--- config.mk ---
export PLATFORM = sky130hd
export DESIGN_NAME = scl_ram
export DESIGN_NICKNAME = d
export VERILOG_FILES = /design/src/design/scl_ram.sv
export SDC_FILE = /design/constraint.sdc
export NUM_CORES = 1
export LEC_CHECK = 0
export BUFFER_PORTS_ARGS = -buffer_cell sky130_fd_sc_hd__buf_2
export CAP_MARGIN = 20
export CORE_MARGIN = 1.5
export CORE_UTILIZATION = 65
export DETAILED_ROUTE_END_ITERATION = 8
export HOLD_SLACK_MARGIN = 0.15
export PLACE_DENSITY = 0.83
export SYNTH_ARGS = -nofsm -noshare
export SYNTH_HDL_FRONTEND = slang
export SYNTH_SLANG_ARGS = --single-unit
--- constraint.sdc ---
create_clock -name clk -period 4.6 [get_ports clk]
set_input_delay 0.92 -clock clk [delete_from_list [all_inputs] [get_ports clk]]
set_output_delay 0.92 -clock clk [all_outputs]
set_load 0.01 [all_outputs]
--- src/design/scl_ram.sv ---
// generic single write port ram with registered read
// no dependencies
`default_nettype none
module scl_ram #(
	parameter int WIDTH = 16,
	parameter int DEPTH = 16,
	parameter int AW = (DEPTH > 1) ? $clog2(DEPTH) : 1
) (
	input  wire logic             clk,
	input  wire logic             we,
	input  wire logic [AW-1:0]    waddr,
	input  wire logic [WIDTH-1:0] wdata,
	input  wire logic [AW-1:0]    raddr,
	output logic      [WIDTH-1:0] rdata
);
	logic [WIDTH-1:0] mem_q [DEPTH];

	always_ff @(posedge clk) begin
		if (we)
			mem_q[waddr] <= wdata;
		rdata <= mem_q[raddr];
	end
endmodule
`default_nettype wire

* After elaboration in Yosys (flattened, before gate mapping)
Memory sizes are Yosys's and may differ from the RTL's. A register that Yosys moved wholly into a read port is not among the register bits.
Index checks and enable logic that the tools add are counted.
** Storage, ports and cells
- Register bits :: 0
- Latch bits :: 0
- RAM bits :: 256
- Memory bits (read-only) :: 0
- Input bits :: 26
- Output and inout port bits :: 16
- Logic and storage cells :: 3
- Memories kept :: 1
** Memory list
- mem_q :: words 16, width 16, rd ports 1, clocked after Yosys merged registers in 1, write ports 1, line 16 : logic [WIDTH-1:0] mem_q [DEPTH];
** Cells by class
- Add/subtract/negate cells :: 0
- $mul :: 0
- Divide/modulo/power cells :: 0
- $lt $le $gt $ge :: 0
- Equality and inequality tests :: 0
- Shifts and indexed selects :: 0
- Multiplexer cells :: 2
- Bitwise operators :: 0
- Reduce and logical (&&, ||, !) cells :: 0
** Operators by type and width (count)
- 1-bit 2-to-1 mux :: 2

* Logic depth before layout (Yosys ltp)
- Depth after elaboration :: 2
- Depth in mapped cells :: 5
- Depth with buffers taken out :: 3

* Worst setup path before layout
OpenSTA, ideal clock, no wires.
- Path type :: input-to-reg
- From :: in waddr[2]
- To :: mem mem_q[0][0], enable pin
- Setup time :: 409 ps
- Data arrival time :: 2566 ps
- Required time :: 4191 ps
- Path slack :: 1625 ps
- Cell stages on the path :: 2
- Buffers on the path :: 0
- Cell sequence :: or3b_2 -> nor3_1
** RTL lines
- start: declaration :: line 11 : input wire logic [AW-1:0] waddr,
- end: declaration :: line 16
Straight into the memory's write port.

==> impl_metrics.ini <==
[sta]
fmax_mhz = 406
tns_ns = 0
tightest_slew_ns = 1.15
setup_viol = 0
fin_crit_sh = 0.536
finClkSkew_ns = 0.00810
finalCriticalPeriod_ns = 2.47
drv_slew = 0
rsz0062_at_grt = no
hold_viol_final = 0
slew_headroom = 0.235

[placed_design]
gp_congestion = 0.723
io_buffers = 41
dp_hpwl_um = 11400
place_area_um2 = 10600

[floorplanning]
initial_utilization = 0.663
core_um2 = 15100
io_pins = 42
die_x_um = 127
rows = 45
chipHeight_um = 127
dieArea_um2 = 16200

[logic_synthesis]
ys_seq_area_frac = 0.797
syn_area_um2 = 10000
synth_cells = 432
synthesis.nets = 458
synth_cell_types = 19
synth-seq-cells = 272
yosys_warnings = 0
syn_area_per_cell_um2 = 23.2

[worst_setup_path]
worst_setup_path_start_kind = input pin
worstSetupStartpoint = raddr[0]
cp.arrival_ns = 2.87
required_ns = 5.00
regToRegStartpoint = mem_q[8][4]
rrSetupSlack_ns = 3.19
rr_endpoint = rdata[4]
crit_fanout = 40
ff2ff_path_depth = 3
critPathCaptureType = flop
worstSetupPathType = input pin to flop

[grt]
grt_pass1_vias = 4895
grt_pass1_wl_um = 31000
grt_max_degree = 65
grt_antenna_before_repair = 1
grt-ovfl-total = 0
track_usage = 0.273

[hold_path]
hp-class = flop to flop
holdPathStages = 3
hp-start = mem_q[4][2]
hold_path_end = rdata[2]

[clock_tree]
root_buffer = clkbuf_16
cts_resized = 0
cts_sinks = 272
cts_tree = built
clk_pin_slew_worst_paths_ns = 0.06
numCtsBuffers = 26
postCtsHoldBufs = 0
clkLatencyLatePin_ns = 0.52
clockBufferDepth = 3
htree_levels = 1
post_cts_buffers = 0

[layout]
post-route-util = 0.750
drive_above_1_share = 0.324
syn2layout_area_growth_pct = 13.2
stdcell_area_um2 = 11400
final_common_cell = edfxtp_1
final_cell_mix = 256 x edfxtp_1, 54 x mux4_2, 40 x buf_2
layout.nets = 526

[routing]
drtPass1Iterations = 7
first_iter_violations = 512
wl_per_cell_um = 30.2
route.antenna.remaining_nets = 0
post-route-drc-count = 0
drt-vias-per-instance = 6.75
vias = 4774
drt-total-wl_um = 21300

[pwr]
p_leak_nw = 3.73
power_density_nw_per_um2 = 440
vdd_ir_drop_max_v = 0.000338

[run]
drv_cap = 0

[status]
status = complete, no violations
## registers in the layout, indices dropped and copies added (netlist names)
| name | count |
|---|---|
| mem_q | 256 |
| rdata | 16 |
## stage by stage
step,cells,total power (W),setup WS (ns),hold WS [ns]
2_1_floorplan,432,0.00298,1.62,0.635
3_5_place_dp,659,0.00308,1.60,0.660
4_1_cts,705,0.00501,2.12,0.673
3_3_place_gp,657,0.00307,1.64,0.645
6_report,707,0.00500,2.13,0.671
5_1_grt,707,0.00514,1.95,0.702
## metal layers
metal | vias to the layer above | GRT usage | wire length [µm]
li1 | 1971 | - | -
met1 | 2471 | 0.367 | 7710
met2 | 287 | 0.469 | 11000
met3 | 45 | 0.0507 | 1980
met4 | 0 | 0.0782 | 584
met5 | - | 0 | 0
## cells by family (layout without fill, tap and decap cells)
family,count (synthesis),in the layout,share of synthesized area
AO/OA/AOI/OAI,32,32,0.0239
flip-flops,272,272,0.797
buffers and inverters,21,107,0.0123
multiplexers,64,64,0.147
AND/OR/NAND/NOR,43,43,0.0192
other,0,1,0
## cells in the mapped netlist
cell type	count	area share
buf_1	3	0.0011
buf_2	3	0.0015
nand3_1	1	0.00050
buf_6	4	0.0045
mux4_1	10	0.026
dfxtp_1	16	0.032
buf_4	3	0.0022
nand3b_1	2	0.0015
nand2b_1	2	0.0012
mux4_2	54	0.12
edfxtp_1	256	0.77
or3b_2	1	0.00087
and2_1	1	0.00062
nand2_1	17	0.0064
nor2b_1	2	0.0012
nor2_1	13	0.0049
clkbuf_1	8	0.0030
nor3_1	4	0.0020
a22oi_1	32	0.024
## worst max-delay path by stage
stage | cells past startpoint | endpoint
2_1_floorplan | 2 | mem_q[0][0]
3_3_place_gp | 5 | rdata[7]
3_5_place_dp | 5 | rdata[10]
4_1_cts | 5 | rdata[4]
5_1_grt | 5 | rdata[6]
6_report | 5 | rdata[6]
## cell type report
class	instances	area [µm²]
Fill cell	769	3780
Clock inverter	9	45.0
Sequential cell	272	8010
Tap cell	188	235
Clock buffer	37	733
Antenna cell	1	2.50
Timing Repair Buffer	61	380
Multi-Input combinational cell	139	1960
## where the power goes
part           switching, W  leakage (nW)  internal, W
logic              0.000145         0.898     0.000102
registers         0.0000194          2.45      0.00277
clock network      0.000863         0.383      0.00110
## critical path: stages
cell	delay (ns)
buf_4	0.60
buf_4	0.41
mux4_1	0.60
a22oi_1	0.21
nand2_1	0.09
(Power assumes the default switching activity.)
