### src/design/scl_pkg.sv
// package for the strided conv1d layer: constants, codes, state types
// and the register clamp helper; no dependencies
`default_nettype none
package scl_pkg;

	localparam int DEF_MAX_IN_CH  = 16;
	localparam int DEF_MAX_OUT_CH = 16;
	localparam int DEF_MAX_TAPS   = 16;
	localparam int DEF_DATA_BITS  = 16;

	localparam int OP_W    = 2;
	localparam int IDX_W   = 12;
	localparam int CFG_W   = 16;
	localparam int CFG_IW  = 3;
	localparam int RES_W   = 32;
	localparam int RCH_W   = 4;
	localparam int POS_W   = 16;
	localparam int CNT_W   = 7;
	localparam int PHASE_W = 4;
	localparam int MAX_STRIDE = 16;

	typedef enum logic [OP_W-1:0] {
		OP_WEIGHT = 2'd0,
		OP_BIAS   = 2'd1,
		OP_SAMPLE = 2'd2,
		OP_NONE   = 2'd3
	} op_t;

	typedef enum logic [CFG_IW-1:0] {
		REG_IN_CH  = 3'd0,
		REG_OUT_CH = 3'd1,
		REG_TAPS   = 3'd2,
		REG_STRIDE = 3'd3,
		REG_FRAME  = 3'd4
	} reg_idx_t;

	typedef enum logic [1:0] {
		ST_IDLE,
		ST_BIAS,
		ST_MAC,
		ST_DRAIN
	} state_t;

	typedef struct packed {
		logic init;
		logic mul_v;
	} mac_ctl_t;

	function automatic logic [CNT_W-1:0] clamp_cnt(input logic [4:0] v, input int maxv);
		logic [CNT_W-1:0] r;
		if (v == 5'd0)
			r = CNT_W'(1);
		else if (int'(v) > maxv)
			r = CNT_W'(maxv);
		else
			r = CNT_W'(v);
		return r;
	endfunction

endpackage
`default_nettype wire

### src/design/scl_mac.sv
// multiply accumulate unit with round half up and 32 bit saturation
// uses scl_pkg
`default_nettype none
module scl_mac #(
	parameter int DATA_BITS = scl_pkg::DEF_DATA_BITS,
	parameter int ACC_W = 2 * DATA_BITS + 14
) (
	input  wire logic                        clk,
	input  wire logic                        arst_n,
	input  wire scl_pkg::mac_ctl_t           ctl,
	input  wire logic signed [DATA_BITS-1:0] bias,
	input  wire logic signed [DATA_BITS-1:0] weight,
	input  wire logic signed [DATA_BITS-1:0] sample,
	output logic                             busy,
	output logic signed [scl_pkg::RES_W-1:0] result
);
	import scl_pkg::*;

	localparam int F = DATA_BITS - 1;
	localparam int CMP_W = (ACC_W > 33) ? ACC_W : 33;
	localparam logic signed [CMP_W-1:0] SMAX = CMP_W'(64'sd2147483647);
	localparam logic signed [CMP_W-1:0] SMIN = -CMP_W'(64'sd2147483648);

	logic signed [2*DATA_BITS-1:0] prod_s2;
	logic                          v_s2;
	logic signed [ACC_W-1:0]       acc_q;
	logic signed [ACC_W-1:0]       rnd;
	logic signed [CMP_W-1:0]       q;

	always_ff @(posedge clk or negedge arst_n) begin
		if (!arst_n)
			v_s2 <= 1'b0;
		else
			v_s2 <= ctl.mul_v;
	end

	always_ff @(posedge clk) begin
		prod_s2 <= weight * sample;
		if (ctl.init)
			acc_q <= ACC_W'(bias) <<< F;
		else if (v_s2)
			acc_q <= acc_q + ACC_W'(prod_s2);
	end

	always_comb begin
		rnd = acc_q + (ACC_W'(1) <<< (F - 1));
		q = CMP_W'(rnd >>> F);
		if (q > SMAX)
			result = RES_W'(SMAX);
		else if (q < SMIN)
			result = RES_W'(SMIN);
		else
			result = RES_W'(q);
	end

	assign busy = v_s2;
endmodule
`default_nettype wire

### config.mk
export PLATFORM = sky130hd
export DESIGN_NAME = scl_mac
export DESIGN_NICKNAME = d
export VERILOG_FILES = /design/src/design/scl_pkg.sv /design/src/design/scl_mac.sv
export SDC_FILE = /design/constraint.sdc
export NUM_CORES = 1
export LEC_CHECK = 0
export BUFFER_PORTS_ARGS = -buffer_cell sky130_fd_sc_hd__buf_2
export CAP_MARGIN = 40
export CORE_MARGIN = 4
export CORE_UTILIZATION = 60
export DETAILED_ROUTE_END_ITERATION = 10
export HOLD_SLACK_MARGIN = 0.03
export MAX_ROUTING_LAYER = met4
export PLACE_DENSITY_LB_ADDON = 0.1
export SLEW_MARGIN = 20
export SYNTH_ARGS = -nofsm -noshare
export SYNTH_HDL_FRONTEND = slang
export SYNTH_SLANG_ARGS = --single-unit
### constraint.sdc
create_clock -name clk -period 4.1 [get_ports clk]
set_input_delay 0.82 -clock clk [delete_from_list [all_inputs] [get_ports clk]]
set_output_delay 0.82 -clock clk [all_outputs]
set_load 0.005 [all_outputs]
* After elaboration in Yosys (flattened, before gate mapping)
Index checks and enable logic that the tools add are counted.
Operators by class: add/sub/neg operators 2, $mul 1, $lt $le $gt $ge 2, multiplexer cells 4, reductions and logical operators 1
Operators with widths (count):
- $mux W46 | 2
- $mux W32 | 2
- $add A46 B16 Y46 const B | 1
- $add A46 B32 Y46 | 1
- $gt A31 B32 Y1 const B | 1
- $lt A31 B32 Y1 const B | 1
- $mul A16 B16 Y32 | 1
- $reduce_bool A2 Y1 | 1
Word-level totals: bits in registers 79, input port bits 52, output and inout bits 33, logic and storage cells 14

* Depth between registers and ports, before layout
word-level depth 4, gate-level depth with buffers 24, depth with buffers taken out 23

* Worst setup path before layout
Ideal clock, no wire load.
path kind input to register, start point input port weight[10], end point register prod_s2[30], library setup time 0.072 ns, data arrival time 6.393 ns, required time 4.028 ns, path slack -2.365 ns, cell stages on the path 20, buffers on the path 1, path through clkbuf_1 > nand2_1 > fa_1 > fa_1 > fa_1 > fa_1 > inv_1 > fa_1 > inv_1 > fa_1 > inv_1 > ha_1 > a211oi_1 > nand2_1 > a221o_1 > a31oi_1 > o21ai_0 > a211o_1 > a21oi_1 > xnor2_1
Between the ends: cells in the longest elaborated chain, start to end 1
RTL lines:
- from (decl) | line scl_mac.sv:12 | input wire logic signed [DATA_BITS-1:0] weight,
- $mul A16 B16 Y32 | line scl_mac.sv:38 | prod_s2 <= weight * sample;
- to (signal assigned) | line scl_mac.sv:38
- to (decl) | line scl_mac.sv:24 | logic signed [2*DATA_BITS-1:0] prod_s2;
Every way passes these cells. A chain may end at the register's enable or synchronous reset.

* Worst setup path after layout
start point input port sample[5], end point register prod_s2[31]
Between the ends: cells in the longest elaborated chain, start to end 1
RTL lines:
- from (decl) | line scl_mac.sv:13 | input wire logic signed [DATA_BITS-1:0] sample,
- $mul A16 B16 Y32 | line scl_mac.sv:38
Every way passes these cells.

==> insert_results.sql <==
INSERT INTO impl_metrics (metric_group, metric, value, unit) VALUES
('cts', 'cts_root_buffer', 'clkbuf_16', ''),
('detailed_routing', 'viasPerCell', '5.50', ''),
('worst_setup_path', 'worstSetupPathDepth', '22', ''),
('worst_setup_path', 'cp_top_family', 'adder cells', ''),
('worst_setup_path', 'crit_path_top_delay_cell', 'fa_2', ''),
('cts', 'clock_path_buffers', '2', ''),
('place', 'pre_cts_slack', '-2.25', 'ns'),
('finish', 'fillCellCount', '1747', ''),
('synthesis', 'synthDistinctLibCells', '61', ''),
('detailed_routing', 'finalWirelength', '39900', 'um'),
('outcome', 'status', 'complete, but fails checks', ''),
('sta', 'maxSlewHeadroom', '44.3', '%'),
('cts', 'cts_buffers', '9', ''),
('worst_setup_path', 'timing.reg2reg.worst_path_depth', '12', ''),
('place', 'io_buffers', '84', ''),
('die', 'num_rows', '58', ''),
('synthesis', 'yosys_most_used_dff', 'dfxtp_1', ''),
('cts', 'clkSlewWorstSetupHoldPaths', '0.06', 'ns'),
('synthesis', 'post_synth_instance_area', '15400', 'sq um'),
('worst_setup_path', 'worstPathCellList', 'buf_12, and2_4, fa_1, inv_2, fa_2, fa_2, inv_2, fa_2, fa_1, inv_1, fa_1, inv_2, ha_4, a21o_1, a21o_1, a2111o_1, nand3_2, o211ai_1, a21o_1, a31o_2, a21oi_2, xnor2_1', ''),
('sta', 'min_period', '5.85', 'ns'),
('worst_setup_path', 'startpoint_type', 'input pin', ''),
('worst_setup_path', 'worst_ep_required_time', '4.33', 'ns'),
('cts', 'insertion_delay', '0.34', 'ns'),
('die', 'io_pins', '85', ''),
('global_route', 'globalRoute.busiestLayer', 'met2', ''),
('global_route', 'grt_antenna_before_repair', '0', ''),
('sta', 'finalHoldWorstSlack', '0.250', 'ns'),
('sta', 'slew_viol_final', '0', ''),
('place', 'place_congestion', '0.939', ''),
('sta', 'rsz0062_at_grt', 'yes', ''),
('finish', 'syn2layout_area_growth', '24.0', '%'),
('sta', 'max_slew.worst_pin.slew', '0.833', 'ns'),
('synthesis', 'number_of_enable_type_register_cells_in_the_synthesized_netlist', '31', ''),
('worst_setup_path', 'critPathBufInv', '5', ''),
('outcome', 'violations', 'setup timing', ''),
('place', 'placedCellCount', '2258', ''),
('die', 'core', '25200', 'sq um'),
('detailed_routing', 'router_iterations_before_antenna_repair', '5', ''),
('sta', 'setup_ws', '-1.75', 'ns'),
('synthesis', 'yosysSeqAreaShare', '12.3', '%'),
('synthesis', 'yosys_warnings', '0', ''),
('die', 'die-height', '168', 'um'),
('detailed_routing', 'route.detailed.wl_per_inst', '17.2', 'um'),
('sta', 'timing_hold_violations_final', '0', ''),
('sta', 'report.final.setup_viol', '26', ''),
('synthesis', 'synth_cells', '1737', ''),
('sta', 'timing.final.crit_share', '143', '%'),
('sta', 'finClkSkew', '0.0134', 'ns'),
('worst_setup_path', 'timing.critical_path.fanout_max', '6', ''),
('finish', 'final_net_count', '2423', ''),
('detailed_routing', 'antenna_left', '0', ''),
('place', 'dpl.hpwl', '32200', 'um'),
('global_route', 'grt.met2_usage', '46.7', '%'),
('flow_run', 'maxCapViolations', '0', ''),
('global_route', 'met1_demand_to_capacity_share_in_global_routing', '38.1', '%'),
('die', 'die_w', '168', 'um'),
('synthesis', 'ys_seq_elements', '79', ''),
('finish', 'sequential_cell_area', '1900', 'sq um'),
('worst_setup_path', 'crit_type', 'in -> reg', ''),
('global_route', 'met3_usage', '3.22', '%'),
('cts', 'cts_tree', 'yes', ''),
('synthesis', 'synthArstFlopShare', '1.27', '%'),
('finish', 'multi_input_area', '12800', 'sq um'),
('cts', 'cts.sinks', '79', ''),
('worst_setup_path', 'worstSetupEndpointType', 'flip-flop', ''),
('finish', 'drive_gt1_share', '24.5', '%'),
('min_path', 'worstHoldPathType', 'in -> async', ''),
('finish', 'post_layout_nonfiller_instances', '2315', ''),
('die', 'starting_density_of_the_core', '61.0', '%'),
('detailed_routing', 'remaining_drcs', '0', '');
[cells in the final DEF (no fill, tap or decap), drive strengths merged, types with 63 or more instances in the layout]
master  instances
and2          127
ha            128
a21oi          63
nor2           65
nand2         195
fa            263
o21ai          63
inv           352
buf           281
xnor2          71
[state kept, by name (all words and copies together) (netlist names)]
register  flops
acc_q        46
busy          1
prod_s2      32
[metrics by stage]
step	utilization [%]	TNS [ns]	instance area, sq um
2_1_floorplan	-	-32.39	15800
3_3_place_gp	69.5	-43.12	17500
3_5_place_dp	69.5	-45.24	17500
4_1_cts	73.2	-32.42	18400
5_1_grt	75.6	-36.52	19000
6_report	75.6	-33.38	19000
[path summary, 6_finish.rpt]
kind | to | slack [ns] | startpoint
setup / recovery | prod_s2[31] | -1.75 | sample[5]
hold / removal | busy | 0.25 | arst_n
setup reg to reg | acc_q[38] | 0.61 | acc_q[0]
hold reg to reg | acc_q[13] | 0.47 | acc_q[13]
max in group asynchronous | busy | 3.76 | arst_n
min in group clk | acc_q[13] | 0.47 | acc_q[13]
[layer usage]
| metal | vias to the layer above | wire [um] |
|---|---|---|
| met1 | 6290 | 17500 |
| met3 | 74 | 2150 |
| li1 | 5954 | - |
| met4 | 0 | 939 |
| met2 | 413 | 19400 |
| met5 | - | 0 |
[cell usage after synthesis, types with 20 or more instances]
| cell type | instances | area share (%) |
|---|---|---|
| a21o_1 | 40 | 2.0 |
| a21oi_1 | 62 | 2.0 |
| and2_1 | 127 | 5.2 |
| clkbuf_1 | 47 | 1.1 |
| dfxtp_1 | 47 | 6.1 |
| edfxtp_1 | 31 | 6.1 |
| fa_1 | 263 | 34 |
| ha_1 | 128 | 10 |
| inv_1 | 350 | 8.5 |
| nand2_1 | 195 | 4.8 |
| nand2b_1 | 20 | 0.81 |
| nand3_1 | 28 | 0.91 |
| nor2_1 | 65 | 1.6 |
| o21ai_0 | 62 | 2.0 |
| xnor2_1 | 71 | 4.0 |
| xor2_1 | 33 | 1.9 |
[layout make-up]
cell class	count	share of cell area (%)
Clock buffer	13	1.48
Clock inverter	3	0.112
Inverter	350	6.94
Multi-Input combinational cell	1257	67.0
Sequential cell	79	9.96
Tap cell	330	2.17
Timing Repair Buffer	283	12.4
[logic make-up after synthesis]
family | synth area share [%]
buffers and inverters | 9.80
muxes | 0.717
adders and majority gates | 44.7
and+or+nand+nor | 16.0
xor gates and xnor gates | 5.93
DFF | 12.3
AOI/OAI and AO/OA | 10.5
[repair_timing]
action / 4_1_cts / 5_1_grt
cloned: 0 / 2
setup endpoints to repair: 26 / 26
gates resized for setup: 156 / 104
pin swaps: 90 / 96
hold buffers: 0 / 0
setup buffers: 16 / 27
Power is not shown: default switching activity piles up to over one toggle a cycle in this logic, so the estimate is an artifact.
